## src/rtl/boxf_pkg.sv

```systemverilog
// ----------------------------------------------------------------------------
// boxf_pkg: shared types and constants of the 3x3 box filter
// Pixel and register widths, the work item passed from the classifier to the
// arithmetic back end, and the reciprocal table used for the mean.
// ----------------------------------------------------------------------------
package boxf_pkg;

  localparam int PIXEL_BITS       = 16;
  localparam int CFG_BITS         = 13;
  localparam int WIDTH_FIELD_BITS = 11;
  localparam int ROW_BITS         = 13;

  localparam logic [ROW_BITS-1:0] HEIGHT_LIMIT = 13'd4096;
  localparam logic [ROW_BITS-1:0] HEIGHT_RESET = 13'd1024;
  localparam int                  WIDTH_RESET  = 1024;

  localparam int QUEUE_DEPTH = 4;
  localparam int QPTR_BITS   = $clog2(QUEUE_DEPTH);
  localparam int QCOUNT_BITS = QPTR_BITS + 1;

  // Sum widths: three pixels per row, nine per window
  localparam int ROWSUM_BITS = PIXEL_BITS + 2;
  localparam int SUM_BITS    = PIXEL_BITS + 4;

  // Mean = (sum * recip) >> RECIP_SHIFT, exact for every sum a window can make
  localparam int RECIP_SHIFT  = 26;
  localparam int RECIP_BITS   = RECIP_SHIFT + 1;
  localparam int PRODUCT_BITS = SUM_BITS + RECIP_BITS;

  localparam logic [RECIP_BITS-1:0] RECIP_BY_1 = 27'd67108864;
  localparam logic [RECIP_BITS-1:0] RECIP_BY_2 = 27'd33554432;
  localparam logic [RECIP_BITS-1:0] RECIP_BY_3 = 27'd22369622;
  localparam logic [RECIP_BITS-1:0] RECIP_BY_4 = 27'd16777216;
  localparam logic [RECIP_BITS-1:0] RECIP_BY_6 = 27'd11184811;
  localparam logic [RECIP_BITS-1:0] RECIP_BY_9 = 27'd7456541;

  typedef enum logic {
    OP_PIXEL = 1'b0,
    OP_DRAIN = 1'b1
  } op_t;

  typedef enum logic {
    REG_FRAME_WIDTH  = 1'b0,
    REG_FRAME_HEIGHT = 1'b1
  } reg_index_t;

  typedef logic [PIXEL_BITS-1:0] pixel_t;

  // Window columns are indexed top (0), middle (1), bottom (2)
  typedef struct packed {
    pixel_t [2:0] left;
    pixel_t [2:0] centre;
    pixel_t [2:0] right;
    logic         up_en;
    logic         down_en;
    logic         left_en;
    logic         right_en;
    logic         end_of_row;
    logic         end_of_frame;
  } boxf_item_t;

  typedef struct packed {
    logic end_of_row;
    logic end_of_frame;
  } boxf_tag_t;

  // Reciprocal of the neighbour count (1 + extra rows) * (1 + extra columns)
  function automatic logic [RECIP_BITS-1:0] boxf_recip(input logic [1:0] extra_rows,
                                                        input logic [1:0] extra_cols);
    logic [RECIP_BITS-1:0] recip;
    unique case ({extra_rows, extra_cols})
      4'b0000:                   recip = RECIP_BY_1;
      4'b0001, 4'b0100:          recip = RECIP_BY_2;
      4'b0010, 4'b1000:          recip = RECIP_BY_3;
      4'b0101:                   recip = RECIP_BY_4;
      4'b0110, 4'b1001:          recip = RECIP_BY_6;
      4'b1010:                   recip = RECIP_BY_9;
      default:                   recip = RECIP_BY_1;
    endcase
    return recip;
  endfunction

endpackage

```

## src/rtl/boxf_queue.sv

```systemverilog
// ----------------------------------------------------------------------------
// boxf_queue: work item queue between classifier and arithmetic
// Small register FIFO that lets the front keep taking pixels while the back
// end waits on the result side.
// ----------------------------------------------------------------------------
module boxf_queue import boxf_pkg::*; (
  input  logic       clk,
  input  logic       rst,
  input  logic       push,
  input  boxf_item_t push_item,
  input  logic       pop,
  output boxf_item_t head,
  output logic       full,
  output logic       empty
);

  boxf_item_t             slots [QUEUE_DEPTH];
  logic [QPTR_BITS-1:0]   wr_ptr;
  logic [QPTR_BITS-1:0]   rd_ptr;
  logic [QCOUNT_BITS-1:0] count;
  logic [QCOUNT_BITS-1:0] count_next;

  assign full  = count == QCOUNT_BITS'(QUEUE_DEPTH);
  assign empty = count == '0;
  assign head  = slots[rd_ptr];

  // Store the pushed item
  always_ff @(posedge clk) begin
    if (push) begin
      slots[wr_ptr] <= push_item;
    end
  end

  // Track occupancy
  always_comb begin
    unique case ({push, pop})
      2'b10:   count_next = count + QCOUNT_BITS'(1);
      2'b01:   count_next = count - QCOUNT_BITS'(1);
      default: count_next = count;
    endcase
  end

  always_ff @(posedge clk) begin
    if (rst) begin
      wr_ptr <= '0;
      rd_ptr <= '0;
      count  <= '0;
    end else begin
      if (push) begin
        wr_ptr <= wr_ptr + QPTR_BITS'(1);
      end
      if (pop) begin
        rd_ptr <= rd_ptr + QPTR_BITS'(1);
      end
      count <= count_next;
    end
  end

endmodule

```

## config.mk

```make
export PLATFORM = sky130hd
export DESIGN_NAME = boxf_queue
export DESIGN_NICKNAME = d
export VERILOG_FILES = /design/src/rtl/boxf_pkg.sv /design/src/rtl/boxf_queue.sv
export SDC_FILE = /design/constraint.sdc
export NUM_CORES = 1
export LEC_CHECK = 0
export BUFFER_PORTS_ARGS = -buffer_cell sky130_fd_sc_hd__buf_2
export CORE_MARGIN = 5
export CORE_UTILIZATION = 40
export DETAILED_ROUTE_END_ITERATION = 12
export SYNTH_ARGS = -nofsm -noshare
export SYNTH_HDL_FRONTEND = slang
export SYNTH_SLANG_ARGS = --single-unit
```

## constraint.sdc

```tcl
create_clock -name clk -period 4.2 [get_ports clk]
set_input_delay 0.42 -clock clk [delete_from_list [all_inputs] [get_ports clk]]
set_output_delay 0.42 -clock clk [all_outputs]
set_load 0.01 [all_outputs]
```

==> impl_metrics.env <==
export IMPL_numCtsBuffers=60
export IMPL_finalPower_mw=13.7
export IMPL_dpl_worst_slack_ps=1700
export IMPL_grt_max_degree=85
export IMPL_arrival_ps=2580
export IMPL_die_w_um=245
export IMPL_tns_ps=0
export IMPL_synth_seq_area_share=0.825
export IMPL_grt_pass1_wl_mm=69.2
export IMPL_period_needed_ps=3000
export IMPL_clock_skew_ps=17.3
export IMPL_ios=306
export IMPL_clk_latency_ps=610
export IMPL_min_period_over_period=0.714
export IMPL_ctsHoldBuffers=133
export IMPL_startpoint_type="flop"
export IMPL_nNetsFinal=1477
export IMPL_cp_max_fo=33
export IMPL_first_iter_violations=448
export IMPL_syn_to_final_growth_pct=26.1
export IMPL_synth_compound_area_share=0.000681
export IMPL_port_buffers=305
export IMPL_dpl_hpwl_mm=26.5
export IMPL_synthAdderAreaFrac=0.00374
export IMPL_die_area_um2=59900
export IMPL_hold_ws_ps=44.3
export IMPL_max_freq_ghz=0.333
export IMPL_cts_max_path_buffers=3
export IMPL_cts_tree="built"
export IMPL_vdd_ir_drop_max_v=0.000325
export IMPL_drive_gt1_frac=0.414
export IMPL_wire_per_inst_um=21.9
export IMPL_path_class="reg -> out"
export IMPL_cts_setup_buffers=0
export IMPL_worstMarginPinSlew_ps=981
export IMPL_start_util=0.402
export IMPL_vias=10297
export IMPL_syn_inst=831
export IMPL_rsz0062_at_grt="no"
export IMPL_setup_ws_ps=1200
export IMPL_muxShareOfSynthArea=0.154
export IMPL_cp_end_kind="output port"
export IMPL_synth_seq_cells=609
export IMPL_clk_pin_slew_ps=60
export IMPL_outcome="complete, no violations"
export IMPL_wl_mm=45.4
export IMPL_ant_nets=0
export IMPL_synth_simple_gate_area_frac=0.00346
export IMPL_drv_cap=0
export IMPL_hp_class="in -> reg"
export IMPL_pwr_density_cell_nw_per_um2=491
export IMPL_core_um2=54900
export IMPL_cts_sinks=609
export IMPL_syn_cell_area_um2=22100
export IMPL_grt_antenna_before_repair=3
export IMPL_rows=86
export IMPL_grtUsageTotal=0.151
export IMPL_cts_root_buf="clkbuf_16"
export IMPL_most_common_layout_cells="600 x edfxtp_1, 305 x buf_2, 150 x mux4_2"
export IMPL_place_congestion=0.722
export IMPL_setup_viol=0
export IMPL_htree_levels=2
export IMPL_synthXorXnorAreaFrac=0.00199
export IMPL_slew_headroom=0.346
export IMPL_hold_viol_final=0
export IMPL_cts_resized=0
export IMPL_final_core_util=0.507
export IMPL_grt_overflow=0
export IMPL_drc=0
export IMPL_synth_top_family_by_area="multiplexers"
export IMPL_synth_distinct_cells=20
export IMPL_syn_num_nets=991
export IMPL_grt_pass1_vias=11391
export IMPL_ys_warn_count=0
export IMPL_p_leak_nw=9.39
export IMPL_worstPathRequired_ps=3780
export IMPL_syn_area_per_cell_um2=26.5
export IMPL_final_common_cell="edfxtp_1"
export IMPL_firstDrtPassIters=6
export IMPL_slew_viol_final=0
export IMPL_via_per_inst=4.97
export IMPL_die_h_um=245
-- cell type report --
class | instances | area (um^2)
fill | 4327 | 27000
sequential | 609 | 18200
multi-input combinational | 181 | 3620
timing repair buffer | 459 | 3180
clock buffer | 79 | 1610
tap | 704 | 881
clock inverter | 32 | 307
inverter | 6 | 22.5
antenna | 2 | 5.00
-- cells in the mapped netlist --
library cell / n / share of area
dfxtp_1: 9 / 0.0082
ha_1: 5 / 0.0028
mux4_2: 150 / 0.15
nor2_1: 8 / 0.0014
buf_2: 17 / 0.0039
xnor2_1: 2 / 0.00079
nand2_1: 1 / 0.00017
a21oi_1: 2 / 0.00045
o21ai_0: 1 / 0.00023
inv_1: 6 / 0.0010
xor2_1: 3 / 0.0012
edfxtp_1: 600 / 0.82
and2_1: 4 / 0.0011
nor3_1: 1 / 0.00023
clkbuf_1: 7 / 0.0012
and3_1: 1 / 0.00028
fa_1: 1 / 0.00091
mux2i_1: 1 / 0.00045
or3_1: 1 / 0.00028
buf_6: 11 / 0.0056
-- flip-flops by register name, indices dropped and copies added, names as in the netlist, named ones only --
name / flops
rd_ptr: 2
wr_ptr: 2
count: 3
slots: 600
-- per-stage QoR --
step | cells | cell area [um^2]
floorplan | 831 | 22100
global placement | 1826 | 24600
detailed placement | 1826 | 24600
CTS | 2070 | 27800
global route | 2071 | 27800
finish | 2072 | 27800
-- worst paths after layout --
check,cells past startpoint,slack (ps),from,end
max,3,1200,flop,head[25]
min,1,40,push_item[127],slots[0][127]
max reg2reg,4,2120,wr_ptr[0],slots[0][9]
min reg2reg,2,520,count[2],count[2]
-- worst max-delay path, cell delays in order (launching register included) --
cell	delay, ps
dfxtp_4	840
buf_12	360
mux4_2	570
buf_2	160
-- where the power goes --
| group | internal (mW) | leakage [nW] | switching (mW) | total (mW) |
|---|---|---|---|---|
| Combinational | 0.659 | 2.86 | 0.701 | 1.36 |
| Clock | 3.06 | 0.945 | 2.17 | 5.22 |
| Sequential | 6.98 | 5.59 | 0.0981 | 7.08 |
-- per-layer routing --
layer / up-vias / GRT usage / share of wire
met1: 5370 / 0.204 / 0.43
li1: 4572 / - / -
met5: - / 0 / 0.00029
met4: 2 / 0.0361 / 0.019
met3: 72 / 0.0452 / 0.067
met2: 281 / 0.243 / 0.48
-- logic make-up (layout without fill, tap and decap cells) --
kind of cell,after synthesis,in the layout
other,0,2
adders and majority gates,6,6
buffers and inverters,41,576
DFF,609,609
AOI/OAI and AO/OA,3,3
muxes,151,151
xor gates and xnor gates,5,5
and+or+nand+nor,16,16
Note: power is estimated with default switching activity, not from simulation.
