**src/rtl/boxf_pkg.sv**
```systemverilog
// ----------------------------------------------------------------------------
// boxf_pkg: shared types and constants of the 3x3 box filter
// Pixel and register widths, the work item passed from the classifier to the
// arithmetic back end, and the reciprocal table used for the mean.
// ----------------------------------------------------------------------------
package boxf_pkg;

  localparam int PIXEL_BITS       = 16;
  localparam int CFG_BITS         = 13;
  localparam int WIDTH_FIELD_BITS = 11;
  localparam int ROW_BITS         = 13;

  localparam logic [ROW_BITS-1:0] HEIGHT_LIMIT = 13'd4096;
  localparam logic [ROW_BITS-1:0] HEIGHT_RESET = 13'd1024;
  localparam int                  WIDTH_RESET  = 1024;

  localparam int QUEUE_DEPTH = 4;
  localparam int QPTR_BITS   = $clog2(QUEUE_DEPTH);
  localparam int QCOUNT_BITS = QPTR_BITS + 1;

  // Sum widths: three pixels per row, nine per window
  localparam int ROWSUM_BITS = PIXEL_BITS + 2;
  localparam int SUM_BITS    = PIXEL_BITS + 4;

  // Mean = (sum * recip) >> RECIP_SHIFT, exact for every sum a window can make
  localparam int RECIP_SHIFT  = 26;
  localparam int RECIP_BITS   = RECIP_SHIFT + 1;
  localparam int PRODUCT_BITS = SUM_BITS + RECIP_BITS;

  localparam logic [RECIP_BITS-1:0] RECIP_BY_1 = 27'd67108864;
  localparam logic [RECIP_BITS-1:0] RECIP_BY_2 = 27'd33554432;
  localparam logic [RECIP_BITS-1:0] RECIP_BY_3 = 27'd22369622;
  localparam logic [RECIP_BITS-1:0] RECIP_BY_4 = 27'd16777216;
  localparam logic [RECIP_BITS-1:0] RECIP_BY_6 = 27'd11184811;
  localparam logic [RECIP_BITS-1:0] RECIP_BY_9 = 27'd7456541;

  typedef enum logic {
    OP_PIXEL = 1'b0,
    OP_DRAIN = 1'b1
  } op_t;

  typedef enum logic {
    REG_FRAME_WIDTH  = 1'b0,
    REG_FRAME_HEIGHT = 1'b1
  } reg_index_t;

  typedef logic [PIXEL_BITS-1:0] pixel_t;

  // Window columns are indexed top (0), middle (1), bottom (2)
  typedef struct packed {
    pixel_t [2:0] left;
    pixel_t [2:0] centre;
    pixel_t [2:0] right;
    logic         up_en;
    logic         down_en;
    logic         left_en;
    logic         right_en;
    logic         end_of_row;
    logic         end_of_frame;
  } boxf_item_t;

  typedef struct packed {
    logic end_of_row;
    logic end_of_frame;
  } boxf_tag_t;

  // Reciprocal of the neighbour count (1 + extra rows) * (1 + extra columns)
  function automatic logic [RECIP_BITS-1:0] boxf_recip(input logic [1:0] extra_rows,
                                                        input logic [1:0] extra_cols);
    logic [RECIP_BITS-1:0] recip;
    unique case ({extra_rows, extra_cols})
      4'b0000:                   recip = RECIP_BY_1;
      4'b0001, 4'b0100:          recip = RECIP_BY_2;
      4'b0010, 4'b1000:          recip = RECIP_BY_3;
      4'b0101:                   recip = RECIP_BY_4;
      4'b0110, 4'b1001:          recip = RECIP_BY_6;
      4'b1010:                   recip = RECIP_BY_9;
      default:                   recip = RECIP_BY_1;
    endcase
    return recip;
  endfunction

endpackage

```
**src/rtl/boxf_back.sv**
```systemverilog
// ----------------------------------------------------------------------------
// boxf_back: arithmetic pipeline of the box filter
// Masks the taps to the in-frame neighbours, sums them and divides by the
// neighbour count through a reciprocal multiply, then holds the result until
// the receiver takes it.
// ----------------------------------------------------------------------------
module boxf_back import boxf_pkg::*; (
  input  logic                  clk,
  input  logic                  rst,
  input  boxf_item_t            head,
  input  logic                  empty,
  output logic                  pop,
  output logic                  result_valid,
  input  logic                  result_stall,
  output logic [PIXEL_BITS-1:0] average,
  output logic                  end_of_row,
  output logic                  end_of_frame
);

  logic                          advance;
  logic [2:0][ROWSUM_BITS-1:0]   row_sum;
  logic [1:0]                    extra_rows;
  logic [1:0]                    extra_cols;

  logic                          s1_valid;
  logic [2:0][ROWSUM_BITS-1:0]   s1_row_sum;
  logic [1:0]                    s1_rows;
  logic [1:0]                    s1_cols;
  boxf_tag_t                     s1_tag;

  logic                          s2_valid;
  logic [SUM_BITS-1:0]           s2_sum;
  logic [RECIP_BITS-1:0]         s2_recip;
  boxf_tag_t                     s2_tag;

  logic                          s3_valid;
  logic [PRODUCT_BITS-1:0]       s3_product;
  boxf_tag_t                     s3_tag;

  // Whole pipeline moves unless a finished result is held
  assign advance = !(result_valid && result_stall);
  assign pop     = advance && !empty;

  // Row sums over enabled columns; rows outside the frame drop out
  always_comb begin
    for (int i = 0; i < 3; i++) begin
      row_sum[i] = (head.left_en ? ROWSUM_BITS'(head.left[i]) : '0)
                 + ROWSUM_BITS'(head.centre[i])
                 + (head.right_en ? ROWSUM_BITS'(head.right[i]) : '0);
    end
    if (!head.up_en) begin
      row_sum[0] = '0;
    end
    if (!head.down_en) begin
      row_sum[2] = '0;
    end
    extra_rows = {1'b0, head.up_en} + {1'b0, head.down_en};
    extra_cols = {1'b0, head.left_en} + {1'b0, head.right_en};
  end

  // Valid bits of each stage
  always_ff @(posedge clk) begin
    if (rst) begin
      s1_valid     <= 1'b0;
      s2_valid     <= 1'b0;
      s3_valid     <= 1'b0;
      result_valid <= 1'b0;
    end else if (advance) begin
      s1_valid     <= pop;
      s2_valid     <= s1_valid;
      s3_valid     <= s2_valid;
      result_valid <= s3_valid;
    end
  end

  // Payload of each stage
  always_ff @(posedge clk) begin
    if (advance) begin
      s1_row_sum          <= row_sum;
      s1_rows             <= extra_rows;
      s1_cols             <= extra_cols;
      s1_tag.end_of_row   <= head.end_of_row;
      s1_tag.end_of_frame <= head.end_of_frame;

      s2_sum   <= SUM_BITS'(s1_row_sum[0]) + SUM_BITS'(s1_row_sum[1])
                + SUM_BITS'(s1_row_sum[2]);
      s2_recip <= boxf_recip(s1_rows, s1_cols);
      s2_tag   <= s1_tag;

      s3_product <= PRODUCT_BITS'(s2_sum) * PRODUCT_BITS'(s2_recip);
      s3_tag     <= s2_tag;

      average      <= s3_product[RECIP_SHIFT +: PIXEL_BITS];
      end_of_row   <= s3_tag.end_of_row;
      end_of_frame <= s3_tag.end_of_frame;
    end
  end

endmodule

```
**config.mk**
```make
export PLATFORM = sky130hd
export DESIGN_NAME = boxf_back
export DESIGN_NICKNAME = d
export VERILOG_FILES = /design/src/rtl/boxf_pkg.sv /design/src/rtl/boxf_back.sv
export SDC_FILE = /design/constraint.sdc
export NUM_CORES = 1
export LEC_CHECK = 0
export BUFFER_PORTS_ARGS = -buffer_cell sky130_fd_sc_hd__buf_2
export CAP_MARGIN = 20
export CORE_MARGIN = 2
export CORE_UTILIZATION = 60
export CTS_CLUSTER_DIAMETER = 60
export DETAILED_ROUTE_END_ITERATION = 12
export GPL_TIMING_DRIVEN = 0
export PLACE_DENSITY = 0.79
export SYNTH_ARGS = -nofsm -noshare
export SYNTH_HDL_FRONTEND = slang
export SYNTH_SLANG_ARGS = --single-unit
export TNS_END_PERCENT = 20
```
**constraint.sdc**
```tcl
create_clock -name clk -period 9.6 [get_ports clk]
set_clock_uncertainty 0.05 [all_clocks]
set_input_delay 0.48 -clock clk [delete_from_list [all_inputs] [get_ports clk]]
set_output_delay 0.48 -clock clk [all_outputs]
set_load 0.02 [all_outputs]
```
==> results_dict.tcl, run 1 <==
set metrics [dict create \
    outcome "finished, final reports clean" \
    gr-total-overflow 0 \
    drc 0 \
    slew_violations 0 \
    h-tree-depth 4 \
    clock.fmax_ghz 0.1213 \
    synth-seq-cells 130 \
    place_inst 2547 \
    worstSetupStartpointType "register" \
    avgSynthCellArea_um2 10.32 \
    worstMarginPinSlew_ns 0.8950 \
    fin_crit_ns 8.247 \
    grt_max_degree 74 \
    yosysUniqueCellTypes 67 \
    core_um2 32620 \
    netlist_top_cells_area "fa_1 37%, edfxtp_1 19%, ha_1 12%" \
    synthArstFlopShare_pct 0 \
    post-route-period-util_pct 85.91 \
    maxSlewHeadroom_pct 40.33 \
    grt_pass1_vias 14600 \
    syn_area_um2 19930 \
    numCtsBuffers 17 \
    final.setup.tns_ns 0 \
    cts-root-buf "clkbuf_16" \
    ys.flop_type "edfxtp_1" \
    ctsHoldBuffers 0 \
    cts_resized 0 \
    grt_antenna_before_repair 0 \
    num_io_pins 174 \
    synth_top_area_share_pct 36.76 \
    setup_violations 0 \
    wl_per_cell_um 17.97 \
    rsz0062_at_grt "false" \
    final_antenna_net_count 0 \
    path_max_fanout 10 \
    path_class "register to register" \
    yosys_warnings 0 \
    drt-pass1-iter-count 4 \
    final_hold_viol_count 0 \
    crit_arrival_ns 8.42 \
    maxCapViolations 0 \
    layout.cells.non_filler 2579 \
    clk_pin_slew_ns 0.06 \
    r2r_setup_slack_ns 1.35 \
    ys_seq_area_share_pct 19.38 \
    design.die.area_um2 34690 \
    synthCells 1931 \
    num-nets-final 2837 \
    hp-class "input port to register" \
    drt_wl_total_um 46340 \
    required_ns 9.77 \
    die_w_um 186.3 \
    viasPerCell 5.294 \
    diodes 0 \
    synth_fp_nets 2644 \
    die_h_um 186.3 \
    post-cts-setup-buffers 0 \
    synth_edf_count 126 \
    fill_cells 2551 \
    dp_hpwl_um 40900 \
    place.gp.congestion 0.9086 \
    layout-drive-gt1-share_pct 10.67 \
    yosysTopAreaCell "fa_1" \
    drtIter0Drc 676 \
    worstSkewPairLatency_ns 0.42 \
    grt_pass1_wl_um 74210 \
    cp-end-kind "register" \
    vias 13650 \
    numClockSinks 130 \
    clockBufferDepth 2 \
    start_util_pct 61.10 \
    areaGrowthSynthToFinish_pct 10.15 \
    cts_tree "built" \
    rows 66 \
    grt_use_total_pct 28.65 \
    portBuffers 173 \
]
-- layout make-up --
cell class	count	area, µm²	area share [%]
buffer	32	121.4	0.5528
tap	442	553.0	2.519
sequential	130	3864	17.60
inverter	462	1734	7.899
multi-input combinational	1307	14220	64.77
timing repair buffer	174	893.4	4.069
clock buffer	19	432.9	1.972
clock inverter	13	136.4	0.6212
-- routing by layer --
layer	up-vias	global-route usage [%]	wire, µm	part of all wire [%]
met5	-	0	0	0
met4	0	11.15	1847	4.0
met3	90	4.498	2387	5.2
met2	433	51.14	23570	51
met1	6674	35.05	18530	40
li1	6456	-	-	-
-- cell families after synthesis --
family,count (synthesis),share of synthesized area [%]
adder cells (fa/ha/maj),559,48.88
XOR/XNOR,60,2.637
AND/OR/NAND/NOR,487,12.89
AO/OA/AOI/OAI,197,6.704
flip-flops,130,19.38
buffers and inverters,494,9.309
multiplexers,4,0.2009
-- Yosys cell counts (5+ instances only) --
cell type  number
o21ai_0        36
a21oi_1        61
a21o_1         17
nand2_1       122
a21boi_0        5
nand4_1         5
and2_1        177
clkbuf_1       31
o21a_1         12
a211oi_1        5
xor2_1         14
o211ai_1        6
inv_1         462
and3_2          5
or3_1           8
ha_1          193
nor2_1         57
a31oi_1         7
and3_1          7
nand3_1        25
fa_1          366
xnor2_1        46
nor3b_1         8
nor2b_1        18
nor3_1         31
nand2b_1        8
edfxtp_1      126
-- cell usage in the layout, fill, tap and decap left out, types with 6 or more instances in the layout --
cell,instances
clkbuf_16,17
nor2b_1,18
o211ai_1,6
or3_1,8
a21oi_1,61
and2_1,177
clkbuf_1,33
inv_1,462
ha_1,193
and3_1,7
o21a_1,12
nor2_1,57
edfxtp_1,126
nand2_1,121
nand2b_1,8
nor3b_1,8
xnor2_1,46
xor2_1,14
o21ai_0,36
a21o_1,17
nand3_1,25
buf_2,174
nor3_1,31
a31oi_1,7
fa_1,366
-- metrics by stage --
step	util (%)	hold WS [ns]	setup slack, ns	cell area [µm²]
2_1_floorplan	-	0.3503	2.780	19930
3_3_place_gp	65.45	0.3511	1.405	21350
3_5_place_dp	65.56	0.3554	1.367	21390
4_1_cts	67.31	0.1695	1.332	21950
5_1_grt	67.31	0.1717	0.9940	21950
6_report	67.31	0.1854	1.353	21950
-- worst paths after layout --
check	endpoint	from	cells after the start
worst min-delay path	s1_tag[0]	head[0]	1
worst max-delay path	s3_product[41]	s2_recip[21]	24
worst min register to register	end_of_row	s3_tag[1]	0
worst max register to register	s3_product[41]	s2_recip[21]	24
-- state kept, by name, summed over array words and instances (netlist names), 2 cells and up --
register,count
average,16
s1_cols,2
s1_row_sum,54
s1_rows,2
s1_tag,2
s2_recip,8
s2_sum,20
s2_tag,2
s3_product,16
s3_tag,2
-- critical path: stages (launching register included) --
cell and delay, ns:
edfxtp_1 0.38, clkbuf_1 0.49, clkbuf_1 0.52, nand2_1 0.17, fa_1 0.61, inv_1 0.08, fa_1 0.62, inv_1 0.09
fa_1 0.49, inv_1 0.06, fa_1 0.49, fa_1 0.49, inv_1 0.05, fa_1 0.46, fa_1 0.51, inv_1 0.04
ha_1 0.28, and3_4 0.21, a2111oi_4 0.51, nor3_1 0.12, a22oi_2 0.23, o21ai_2 0.18, o41ai_4 0.37, mux2i_1 0.15
a2111oi_2 0.36
Power of run 1 is not shown: default switching activity piles up to over one toggle a cycle in this logic, so the estimate is an artifact.
==> run 2, diff against run 1 <==
--- a/config.mk
+++ b/config.mk
@@ -7,7 +7,7 @@
 export LEC_CHECK = 0
 export BUFFER_PORTS_ARGS = -buffer_cell sky130_fd_sc_hd__buf_2
 export CAP_MARGIN = 20
-export CORE_MARGIN = 2
+export CORE_MARGIN = 1
 export CORE_UTILIZATION = 60
 export CTS_CLUSTER_DIAMETER = 60
 export DETAILED_ROUTE_END_ITERATION = 12
==> constraint.sdc (replaced) <==
create_clock -name clk -period 9.6 [get_ports clk]
set_clock_uncertainty 0.05 [all_clocks]
set_input_delay 0.48 -clock clk [delete_from_list [all_inputs] [get_ports clk]]
set_output_delay 0.48 -clock clk [all_outputs]
set_load 0.1 [all_outputs]
==> run 2 against run 1 <==
Against the previous run: global-route usage up 1.1 points; utilization barely moved; die area fell by 2.1%; via count up 1.0%; hold slack got worse by 0.0088 ns; critical path type unchanged; routed wire length rose by 1.2%; clock-buffer cell count decreased by 2; critical path depth is the same.
==> results_dict.tcl, run 2 (synthesis results as in run 1) <==
set metrics [dict create \
    fill_cells 2528 \
    numCtsBuffers 17 \
    maxSlewHeadroom_pct 46.37 \
    rows 66 \
    cts_resized 0 \
    final_core_util_pct 67.35 \
    maxCapViolations 0 \
    num_io_pins 174 \
    reg.largest.list "s1_row_sum: 54 flops, s2_sum: 20 flops" \
    crit_start "s2_recip[21]" \
    final_antenna_net_count 0 \
    post-cts-setup-buffers 0 \
    ctsHoldBuffers 0 \
    crit_arrival_ns 8.52 \
    drt-pass1-iter-count 7 \
    core_um2 32620 \
    clk_pin_slew_ns 0.06 \
    final.setup.tns_ns 0 \
    num-nets-final 2837 \
    drtIter0Drc 632 \
    design.die.area_um2 33950 \
    crit_slowest_cell "fa_1" \
    final_cell_mix "462 x inv_1, 366 x fa_1, 193 x ha_1" \
    worstMarginPinSlew_ns 0.8045 \
    cts_tree "built" \
    wl_per_cell_um 18.18 \
    path_max_fanout 10 \
    h-tree-depth 4 \
    clock.fmax_ghz 0.1200 \
    r2r-start "s2_recip[21]" \
    vias 13790 \
    diodes 0 \
    viasPerCell 5.348 \
    drt_wl_total_um 46890 \
    worstSkewPairLatency_ns 0.43 \
    areaGrowthSynthToFinish_pct 10.22 \
    cp-end-kind "register" \
    slew_violations 0 \
    die_w_um 184.3 \
    crit_end "s3_product[41]" \
    crit_family "adder cells" \
    mostFrequentLayoutCell "inv_1" \
    reg2reg_to "s3_product[41]" \
    regArea_um2 3864 \
    top_register "s1_row_sum" \
    hp-class "input port to register" \
    die_h_um 184.3 \
    place.gp.congestion 0.9686 \
    post-route-period-util_pct 86.78 \
    r2r_setup_slack_ns 1.27 \
    hold_ws_ns 0.1766 \
    outcome "finished, final reports clean" \
    worstSetupStartpointType "register" \
    numClockSinks 130 \
    fin_crit_ns 8.330 \
    grt_use_total_pct 29.78 \
    worst-path-buf-inv 7 \
    multiInputGateArea_um2 14220 \
    required_ns 9.79 \
    largest_register_ffs 54 \
    gr-total-overflow 0 \
    final_hold_viol_count 0 \
    grt_max_degree 72 \
    grt_antenna_before_repair 0 \
    setup_violations 0 \
    cp.depth 24 \
    clockBufferDepth 2 \
    path_cells "clkbuf_1, clkbuf_1, nand2_1, fa_1, inv_1, fa_1, inv_1, fa_1, inv_1, fa_1, fa_1, fa_1, inv_1, fa_1, inv_1, ha_1, a21o_1, a2111oi_4, nor3_1, a22oi_2, o21ai_2, o41ai_4, mux2i_1, a2111oi_2" \
    portBuffers 173 \
    layout-drive-gt1-share_pct 10.86 \
    path_class "register to register" \
    cpMostUsedCell "fa_1" \
    cp_slowest_stage_delay_ns 0.63 \
    drc 0 \
    grt_pass1_wl_um 75330 \
    rsz0062_at_grt "false" \
    layout.cells.non_filler 2579 \
    place_inst 2547 \
    grt_pass1_vias 14830 \
    cts-root-buf "clkbuf_16" \
    dp_hpwl_um 41150 \
    start_util_pct 61.10 \
    reg2reg_depth 24 \
]
==> run 2: how the worst min path moves through the flow <==
| stage | startpoint | to | slack [ns] | depth (start not counted) |
|---|---|---|---|---|
| after detailed placement | s3_product[41] | average[15] | 0.35 | 0 |
| after global routing | head[0] | s1_tag[0] | 0.16 | 1 |
| after CTS | head[0] | s1_tag[0] | 0.16 | 1 |
| after floorplan | s3_product[26] | average[0] | 0.35 | 0 |
| after global placement | s1_tag[1] | s2_tag[1] | 0.35 | 0 |
| final | head[0] | s1_tag[0] | 0.18 | 1 |
==> run 2: metal layers <==
layer / up-vias / wire (µm) / track usage [%]
met1: 6798 / 18150 / 35.90
met3: 101 / 2344 / 3.557
li1: 6449 / - / -
met5: - / 0 / 0
met4: 0 / 2068 / 13.43
met2: 445 / 24330 / 53.47
==> run 2: area by class of cell <==
type / count / share of cell area (%)
timing repair buffer: 174 / 4.067
inverter: 462 / 7.894
tap: 442 / 2.517
multi-input combinational: 1307 / 64.73
clock buffer: 17 / 1.936
buffer: 32 / 0.5525
clock inverter: 15 / 0.7176
sequential: 130 / 17.59
==> run 2: metrics by stage <==
stage / instance area (µm²) / setup WS [ns]
final: 21970 / 1.270
after CTS: 21970 / 1.316
after detailed placement: 21390 / 1.329
after global placement: 21350 / 1.339
after global routing: 21970 / 0.9720
after floorplan: 19930 / 2.780
==> run 2: worst reg2reg max path, cell delays in order (launching register included) <==
cell and delay (ns):
edfxtp_1 0.42, clkbuf_1 0.48, clkbuf_1 0.53, nand2_1 0.18
fa_1 0.59, inv_1 0.08, fa_1 0.63, inv_1 0.10
fa_1 0.48, inv_1 0.05, fa_1 0.49, fa_1 0.42
fa_1 0.51, inv_1 0.05, fa_1 0.50, inv_1 0.05
ha_1 0.30, a21o_1 0.20, a2111oi_4 0.56, nor3_1 0.13
a22oi_2 0.22, o21ai_2 0.19, o41ai_4 0.41, mux2i_1 0.17
a2111oi_2 0.35
Power of run 2 is left out for the same reason.
